<file path="src/mlqs_pkg.sv">
package mlqs_pkg;

   // request kinds carried in req_tuser
   localparam logic MODE_ENQ  = 1'b0;
   localparam logic MODE_DISP = 1'b1;

   // result status codes
   localparam logic [1:0] ST_OK    = 2'd0;
   localparam logic [1:0] ST_EMPTY = 2'd1;
   localparam logic [1:0] ST_FULL  = 2'd2;

   // request tdata layout
   localparam int REQ_ID_LSB  = 0;
   localparam int REQ_PRI_LSB = 8;
   localparam int REQ_TDATA_W = 16;

   // result tdata layout
   localparam int RSP_ST_LSB  = 0;
   localparam int RSP_ID_LSB  = 2;
   localparam int RSP_LV_LSB  = 10;
   localparam int RSP_TDATA_W = 16;

   // sequencer states
   typedef enum logic [6:0] {
      S_IDLE    = 7'b0000001,
      S_INFO_RD = 7'b0000010,
      S_ENQ     = 7'b0000100,
      S_SCAN    = 7'b0001000,
      S_POP     = 7'b0010000,
      S_POP_RD  = 7'b0100000,
      S_OUT     = 7'b1000000
   } mlqs_state_type;

endpackage

</file>
<file path="src/mlqs_ram.sv">
module mlqs_ram #(
   parameter int WIDTH = 8,
   parameter int DEPTH = 16
) (
   input  logic                     clock,
   input  logic                     wr_en,
   input  logic [$clog2(DEPTH)-1:0] wr_addr,
   input  logic [WIDTH-1:0]         wr_data,
   input  logic [$clog2(DEPTH)-1:0] rd_addr,
   output logic [WIDTH-1:0]         rd_data
);

   logic [WIDTH-1:0] mem_ff [DEPTH];
   logic [WIDTH-1:0] rd_data_ff;

   // one write port, one registered read port
   always_ff @(posedge clock) begin
      if (wr_en) begin
         mem_ff[wr_addr] <= wr_data;
      end
      rd_data_ff <= mem_ff[rd_addr];
   end

   assign rd_data = rd_data_ff;

endmodule

</file>
<file path="src/multilevel_queue_slot_scheduler_top.sv">
// Multilevel ready queue with one task-id FIFO per priority level (0 highest).
// An enqueue (req_tuser = 0) appends the id to its level, clamped to the
// lowest level, or answers status full. A dispatch (req_tuser = 1) serves the
// current level while it has slots left and holds tasks; otherwise it walks the
// levels upward from the current one, wrapping, takes the first that holds
// tasks and gives it NUM_PRIO-level-1 further slots. One item is in flight at a
// time and req_tready is low until its result is taken. A dispatch with nothing
// queued goes from idle straight to the result. An enqueue reads its level
// descriptor, then writes it and the task store unless the level is full. A
// dispatch reads the current level's descriptor, walks the levels if needed,
// one descriptor read per cycle, then pops, which costs one more read of the
// task store. The block is ready again the cycle after the result transfer.
module multilevel_queue_slot_scheduler_top #(
   parameter int NUM_PRIO    = 8,
   parameter int QUEUE_DEPTH = 16
) (
   input  logic                               clock,
   input  logic                               reset,
   input  logic                               req_tvalid,
   output logic                               req_tready,
   // task_id [7:0], priority_req [10:8], zero fill
   input  logic [mlqs_pkg::REQ_TDATA_W-1:0]  req_tdata,
   // mode [0]
   input  logic                               req_tuser,
   output logic                               rsp_tvalid,
   input  logic                               rsp_tready,
   // status [1:0], granted_id [9:2], granted_level [12:10], zero fill
   output logic [mlqs_pkg::RSP_TDATA_W-1:0]  rsp_tdata
);

   import mlqs_pkg::*;

   localparam int LW = $clog2(NUM_PRIO);
   localparam int PW = $clog2(QUEUE_DEPTH);
   localparam int CW = $clog2(QUEUE_DEPTH + 1);
   localparam int SW = $clog2(NUM_PRIO + 1);
   localparam int SD = NUM_PRIO * QUEUE_DEPTH;
   localparam int AW = $clog2(SD);
   localparam int TW = $clog2(SD + 1);
   localparam int IW = 2 * PW + CW;

   mlqs_state_type state_ff, state_in;

   logic [LW-1:0]     cur_ff, cur_in;
   logic [SW-1:0]     slots_ff, slots_in;
   logic [TW-1:0]     total_ff, total_in;
   logic [NUM_PRIO-1:0] lvl_vld_ff, lvl_vld_in;
   logic              is_enq_ff, is_enq_in;
   logic [LW-1:0]     lv_ff, lv_in;
   logic [7:0]        id_ff, id_in;
   logic [IW-1:0]     info_ff, info_in;
   logic [LW-1:0]     scan_lv_ff, scan_lv_in;
   logic [LW-1:0]     rd_lv_ff;
   logic              probe_ff, probe_in;
   logic              rd_ok_ff;
   logic [1:0]        st_ff, st_in;
   logic [7:0]        gid_ff, gid_in;
   logic [2:0]        glv_ff, glv_in;

   logic [LW-1:0]     info_raddr;
   logic [IW-1:0]     info_ram_q, info_q;
   logic              info_we;
   logic [IW-1:0]     info_wdata;
   logic              store_we;
   logic [AW-1:0]     store_waddr, store_raddr;
   logic [7:0]        store_q;

   logic              req_xfer, rsp_xfer;
   logic [2:0]        req_pri;
   logic [LW-1:0]     req_lv;
   logic [PW-1:0]     f_head, f_tail;
   logic [CW-1:0]     f_count, q_count;
   logic [PW-1:0]     head_nxt, tail_nxt;

   assign req_tready = (state_ff == S_IDLE);
   assign rsp_tvalid = (state_ff == S_OUT);
   assign req_xfer   = req_tvalid && req_tready;
   assign rsp_xfer   = rsp_tvalid && rsp_tready;

   // clamp the requested level to the lowest one
   assign req_pri = req_tdata[REQ_PRI_LSB +: 3];
   assign req_lv  = (8'(req_pri) >= 8'(NUM_PRIO)) ? LW'(NUM_PRIO - 1) : LW'(req_pri);

   // descriptor fields: captured copy and fresh read data
   assign f_head  = info_ff[PW-1:0];
   assign f_tail  = info_ff[2*PW-1:PW];
   assign f_count = info_ff[IW-1:2*PW];
   assign info_q  = rd_ok_ff ? info_ram_q : '0;
   assign q_count = info_q[IW-1:2*PW];

   // pointer advance with wrap
   assign head_nxt = (f_head == PW'(QUEUE_DEPTH - 1)) ? '0 : f_head + 1'b1;
   assign tail_nxt = (f_tail == PW'(QUEUE_DEPTH - 1)) ? '0 : f_tail + 1'b1;

   // store addresses: level base plus slot pointer
   assign store_waddr = AW'(lv_ff) * AW'(QUEUE_DEPTH) + AW'(f_tail);
   assign store_raddr = AW'(lv_ff) * AW'(QUEUE_DEPTH) + AW'(f_head);

   // descriptor read address
   always_comb begin
      info_raddr = lv_ff;
      if (state_ff == S_IDLE) begin
         info_raddr = (req_tuser == MODE_ENQ) ? req_lv : cur_ff;
      end else if (state_ff == S_SCAN) begin
         info_raddr = scan_lv_ff;
      end
   end

   // sequencer
   always_comb begin
      state_in   = state_ff;
      cur_in     = cur_ff;
      slots_in   = slots_ff;
      total_in   = total_ff;
      lvl_vld_in = lvl_vld_ff;
      is_enq_in  = is_enq_ff;
      lv_in      = lv_ff;
      id_in      = id_ff;
      info_in    = info_ff;
      scan_lv_in = scan_lv_ff;
      probe_in   = 1'b0;
      st_in      = st_ff;
      gid_in     = gid_ff;
      glv_in     = glv_ff;
      info_we    = 1'b0;
      info_wdata = info_ff;
      store_we   = 1'b0;

      unique case (state_ff)
         S_IDLE: begin
            if (req_xfer) begin
               is_enq_in = (req_tuser == MODE_ENQ);
               id_in     = req_tdata[REQ_ID_LSB +: 8];
               gid_in    = '0;
               glv_in    = '0;
               if (req_tuser == MODE_ENQ) begin
                  lv_in    = req_lv;
                  state_in = S_INFO_RD;
               end else if (total_ff == '0) begin
                  st_in    = ST_EMPTY;
                  state_in = S_OUT;
               end else begin
                  lv_in    = cur_ff;
                  state_in = S_INFO_RD;
               end
            end
         end
         S_INFO_RD: begin
            info_in = info_q;
            if (is_enq_ff) begin
               state_in = S_ENQ;
            end else if (slots_ff != '0 && q_count != '0) begin
               slots_in = slots_ff - 1'b1;
               state_in = S_POP;
            end else begin
               scan_lv_in = (cur_ff == LW'(NUM_PRIO - 1)) ? '0 : cur_ff + 1'b1;
               state_in   = S_SCAN;
            end
         end
         S_SCAN: begin
            // one descriptor probe per cycle, its read data checked in the next cycle
            if (probe_ff && q_count != '0) begin
               lv_in    = rd_lv_ff;
               cur_in   = rd_lv_ff;
               slots_in = SW'(NUM_PRIO - 1) - SW'(rd_lv_ff);
               info_in  = info_q;
               state_in = S_POP;
            end else begin
               scan_lv_in = (scan_lv_ff == LW'(NUM_PRIO - 1)) ? '0 : scan_lv_ff + 1'b1;
               probe_in   = 1'b1;
            end
         end
         S_ENQ: begin
            if (f_count == CW'(QUEUE_DEPTH)) begin
               st_in = ST_FULL;
            end else begin
               st_in             = ST_OK;
               store_we          = 1'b1;
               info_we           = 1'b1;
               info_wdata        = {f_count + 1'b1, tail_nxt, f_head};
               lvl_vld_in[lv_ff] = 1'b1;
               total_in          = total_ff + 1'b1;
            end
            state_in = S_OUT;
         end
         S_POP: begin
            info_we    = 1'b1;
            info_wdata = {f_count - 1'b1, f_tail, head_nxt};
            total_in   = total_ff - 1'b1;
            state_in   = S_POP_RD;
         end
         S_POP_RD: begin
            st_in    = ST_OK;
            gid_in   = store_q;
            glv_in   = 3'(lv_ff);
            state_in = S_OUT;
         end
         S_OUT: begin
            if (rsp_xfer) begin
               state_in = S_IDLE;
            end
         end
         default: begin
            state_in = S_IDLE;
         end
      endcase
   end

   // control state
   always_ff @(posedge clock) begin
      if (reset) begin
         state_ff   <= S_IDLE;
         cur_ff     <= '0;
         slots_ff   <= SW'(NUM_PRIO);
         total_ff   <= '0;
         lvl_vld_ff <= '0;
         probe_ff   <= 1'b0;
         rd_ok_ff   <= 1'b0;
      end else begin
         state_ff   <= state_in;
         cur_ff     <= cur_in;
         slots_ff   <= slots_in;
         total_ff   <= total_in;
         lvl_vld_ff <= lvl_vld_in;
         probe_ff   <= probe_in;
         rd_ok_ff   <= lvl_vld_ff[info_raddr];
      end
   end

   // payload registers
   always_ff @(posedge clock) begin
      is_enq_ff  <= is_enq_in;
      lv_ff      <= lv_in;
      id_ff      <= id_in;
      info_ff    <= info_in;
      scan_lv_ff <= scan_lv_in;
      rd_lv_ff   <= scan_lv_ff;
      st_ff      <= st_in;
      gid_ff     <= gid_in;
      glv_ff     <= glv_in;
   end

   // per-level descriptors: head, tail, count
   mlqs_ram #(
      .WIDTH (IW),
      .DEPTH (NUM_PRIO)
   ) u_info_ram (
      .clock   (clock),
      .wr_en   (info_we),
      .wr_addr (lv_ff),
      .wr_data (info_wdata),
      .rd_addr (info_raddr),
      .rd_data (info_ram_q)
   );

   // task id store, one block of slots per level
   mlqs_ram #(
      .WIDTH (8),
      .DEPTH (SD)
   ) u_store_ram (
      .clock   (clock),
      .wr_en   (store_we),
      .wr_addr (store_waddr),
      .wr_data (id_ff),
      .rd_addr (store_raddr),
      .rd_data (store_q)
   );

   // result transfer word
   always_comb begin
      rsp_tdata                    = '0;
      rsp_tdata[RSP_ST_LSB +: 2]   = st_ff;
      rsp_tdata[RSP_ID_LSB +: 8]   = gid_ff;
      rsp_tdata[RSP_LV_LSB +: 3]   = glv_ff;
   end

endmodule

</file>
<file path="config.mk">
export PLATFORM = sky130hd
export DESIGN_NAME = multilevel_queue_slot_scheduler_top
export DESIGN_NICKNAME = d
export VERILOG_FILES = /design/src/mlqs_pkg.sv /design/src/mlqs_ram.sv /design/src/multilevel_queue_slot_scheduler_top.sv
export SDC_FILE = /design/constraint.sdc
export NUM_CORES = 1
export LEC_CHECK = 0
export BUFFER_PORTS_ARGS = -buffer_cell sky130_fd_sc_hd__clkbuf_2
export CORE_AREA = 2 2 302 304
export CTS_CLUSTER_DIAMETER = 80
export DETAILED_ROUTE_END_ITERATION = 8
export DIE_AREA = 0 0 304 306
export PLACE_DENSITY = 0.69
export SYNTH_ARGS = -nofsm -noshare
export SYNTH_HDL_FRONTEND = slang
export SYNTH_SLANG_ARGS = --single-unit
</file>
<file path="constraint.sdc">
create_clock -name clock -period 8.25 [get_ports clock]
set_input_delay 0.825 -clock clock [delete_from_list [all_inputs] [get_ports clock]]
set_output_delay 0.825 -clock clock [all_outputs]
set_load 0.01 [all_outputs]
</file>
==> summary.txt <==
Status
  – Outcome: finished, final reports clean

Global route
  – Total gr overflow: 0
  – Initial antenna violation count: 0
  – First-pass GRT wire length: between 150000 and 200000 um
  – Global Route Usage Sum: approximately 24%
  – Largest net degree at the start of global routing: about 130
  – Vias in the first global route: 26.3k

Floorplan
  – Chip height: slightly above 300 um
  – # IOs: 39
  – Die area: 93000 um2
  – Starting Density: 54.8%
  – Die width: approximately 300 um
  – Num rows: between 100 and 150
  – Core area: ~90000 um2

Clocking
  – Post-CTS sizing: 0
  – Hold-fix buffer count after cts: 0
  – Root Buffer: clkbuf_16
  – Num CTS Buffers: ~120
  – Setup bufs post-CTS: 0
  – Skew-Pair Late Insertion Delay: roughly 0.69 ns
  – CTS Sinks: around 1.2k
  – CTS tree: built
  – CTS clock-pin slew for the worst setup and hold paths: 0.06 ns
  – CTS Buffer Depth: 3
  – H-tree depth: 3

Pwr
  – Peak supply drop: 0.188 mV
  – Pwr dens: between 200 and 250 nW/um2
  – P_leak: 0.0186 uW
  – Power Total: between 10000 and 15000 uW

Drt
  – DRT antenna net count: 0
  – Via/cell ratio: 6.22
  – Vias: 26.2k
  – DR WL/cell: 27.0 um
  – Drt total wl: roughly 110000 um
  – Pre-antenna DRT Iters: 5
  – Drt initial violations: between 2k and 3k
  – DRC: 0

Worst setup path
  – R2R Setup Slk: about 3.9 ns
  – Worst Path Max Fanout: 16
  – Setup crit end kind: flip-flop
  – Most used cell, CP: nor2_1
  – Startpoint types: flip-flop
  – Critical path class: flip-flop to flip-flop
  – CP peak stage delay: roughly 1 ns
  – Slowest CP cell: nor2_1
  – WP data required: about 8.6 ns
  – CP Cell Sequence: nor3_1 -> and4b_1 -> nand2_1 -> nor2_1 -> nand3_2 -> nor2_1
  – WP data arrival: ~4.7 ns

Timing
  – Max Freq: approximately 0.23 GHz
  – Max Slew Vio Count: 0
  – RSZ-0062 raised after global routing: no
  – Hold Violations, Final: 0
  – Final setup fails: 0
  – Worst-Margin Slew: between 1 and 1.5 ns
  – TNS Setup: 0 ns
  – Fin crit share: 53.3%
  – Min Tclk post-route: ~4.4 ns
  – Setup WS post-layout: 3.85 ns
  – Slew headroom: ~2.6%
  – Clock skew: 0.0269 ns

Final layout
  – Layout cells sized above 1: roughly 14%
  – Layout Nets: about 3.0k
  – Synthesis-to-layout area growth: 11.0%
  – ANT cells: 0
  – Cell area after layout: roughly 55000 um2

Yosys
  – Post-synthesis sequential area ratio: approximately three quarters
  – #FFs+latches synth: 1225
  – Post-synthesis cell area: a little under 50000 um2
  – Top-count cell post-synth: edfxtp_1
  – Ys async rst share: 0%
  – Post-synth cell types: 68
  – Main synth FF type: edfxtp_1
  – Top cells by count, synth: edfxtp_1, mux2i_1, nor2_1, a21oi_1, clkbuf_1
  – Synth top area share: a little under three quarters
  – Post-synth top area cell: edfxtp_1
  – Avg Synthesized Cell Area: 17.0 um2
  – Synth top area cells: edfxtp_1, mux2i_1, mux4_2, dfxtp_1, nor2_1
  – Synth Instances: 2889
  – Yosys warnings: 0
  – EDFF count, synth: roughly 1.2k

Placed design
  – Dpl hpwl: between 60000 and 70000 um
  – GPL Wtd Cong: roughly 0.85
  – IO Port Bufs: 30
  – Placed Area: around 51000 um2
  – Place WS: 3.96 ns

Job
  – Max Cap Violations: 0

Min path
  – HP Class: primary input to flip-flop
logic make-up (layout without fill, tap and decap cells):
kind of cell	count (synthesis)	after routing	synth area share (%)
AO/OA/AOI/OAI	381	381	4.91
adder cells (fa/ha/maj)	16	16	0.423
multiplexers	570	570	14.0
AND/OR/NAND/NOR	505	505	5.02
other	1	3	0.00764
XOR/XNOR	12	12	0.214
flip-flops	1225	1225	73.8
buffers and inverters	179	315	1.64
metrics by stage:
stage | std cells | util [%] | hold WS, ns
global route | 4203 | 60.8 | 0.297
CTS | 4203 | 60.8 | 0.277
global placement | 3986 | 56.4 | 0.415
detailed placement | 3986 | 56.4 | 0.409
finish | 4203 | 60.8 | 0.315
floorplan | 2891 | - | 0.376
worst max-delay path: cells and delay by family (launching register included):
family | cells | cell delay, ns
flops | 1 | 0.52
simple gates | 6 | 3.46
sequential cells by signal, indices dropped and copies added (netlist names):
signal / cells
u_store_ram.mem_ff: 1024
u_info_ram.mem_ff: 104
info_ff: 13
u_info_ram.rd_data: 13
gid_ff: 8
id_ff: 8
lvl_vld_ff: 8
total_ff: 8
u_store_ram.rd_data: 8
state_ff: 7
slots_ff: 4
cur_ff: 3
glv_ff: 3
lv_ff: 3
rd_lv_ff: 3
scan_lv_ff: 3
st_ff: 2
is_enq_ff: 1
probe_ff: 1
rd_ok_ff: 1
cell type report:
| class | instances | area [um2] |
|---|---|---|
| tap | 1176 | 1470 |
| inverter | 13 | 48.8 |
| clock buffer | 155 | 3280 |
| clock inverter | 62 | 671 |
| multi-input combinational | 1487 | 12200 |
| fill | 6361 | 35100 |
| sequential | 1225 | 36200 |
| timing repair buffer | 85 | 626 |
where the power goes:
part | total (uW) | leakage, uW | internal, uW | switching [uW]
sequential | 6960 | 0.0110 | 6930 | 30.3
combinational | 643 | 0.00575 | 197 | 446
clock | 5450 | 0.00191 | 3190 | 2260
final timing paths:
kind / startpoint / end / depth (start not counted)
min reg2reg: scan_lv_ff[1] / rd_lv_ff[1] / 0
min: req_tdata[0] / id_ff[0] / 1
max: state_ff[1] / u_store_ram.mem_ff[91][1] / 6
max reg2reg: state_ff[1] / u_store_ram.mem_ff[91][1] / 6
cell usage in the layout, fill, tap and decap left out, drive strengths merged, types with 13 or more instances in the layout:
| master | n |
|---|---|
| a21oi | 96 |
| a22oi | 48 |
| and2 | 29 |
| buf | 55 |
| bufinv | 13 |
| clkbuf | 185 |
| clkinv | 36 |
| dfxtp | 56 |
| edfxtp | 1169 |
| ha | 15 |
| inv | 19 |
| mux2 | 117 |
| mux2i | 371 |
| mux4 | 82 |
| nand2 | 78 |
| nand3 | 53 |
| nor2 | 188 |
| nor2b | 13 |
| nor3 | 64 |
| nor4 | 24 |
| o21ai | 67 |
| o21bai | 57 |
| o22ai | 64 |
metal layers:
| layer | wire length (um) | global-route usage [%] | up-vias |
|---|---|---|---|
| met3 | 8830 | 4.44 | 210 |
| met5 | 0 | 0 | - |
| met2 | 54700 | 39.5 | 1094 |
| met4 | 4080 | 9.39 | 0 |
| met1 | 45700 | 32.8 | 13400 |
| li1 | - | - | 11500 |
Power figures use the tool's default switching activity.
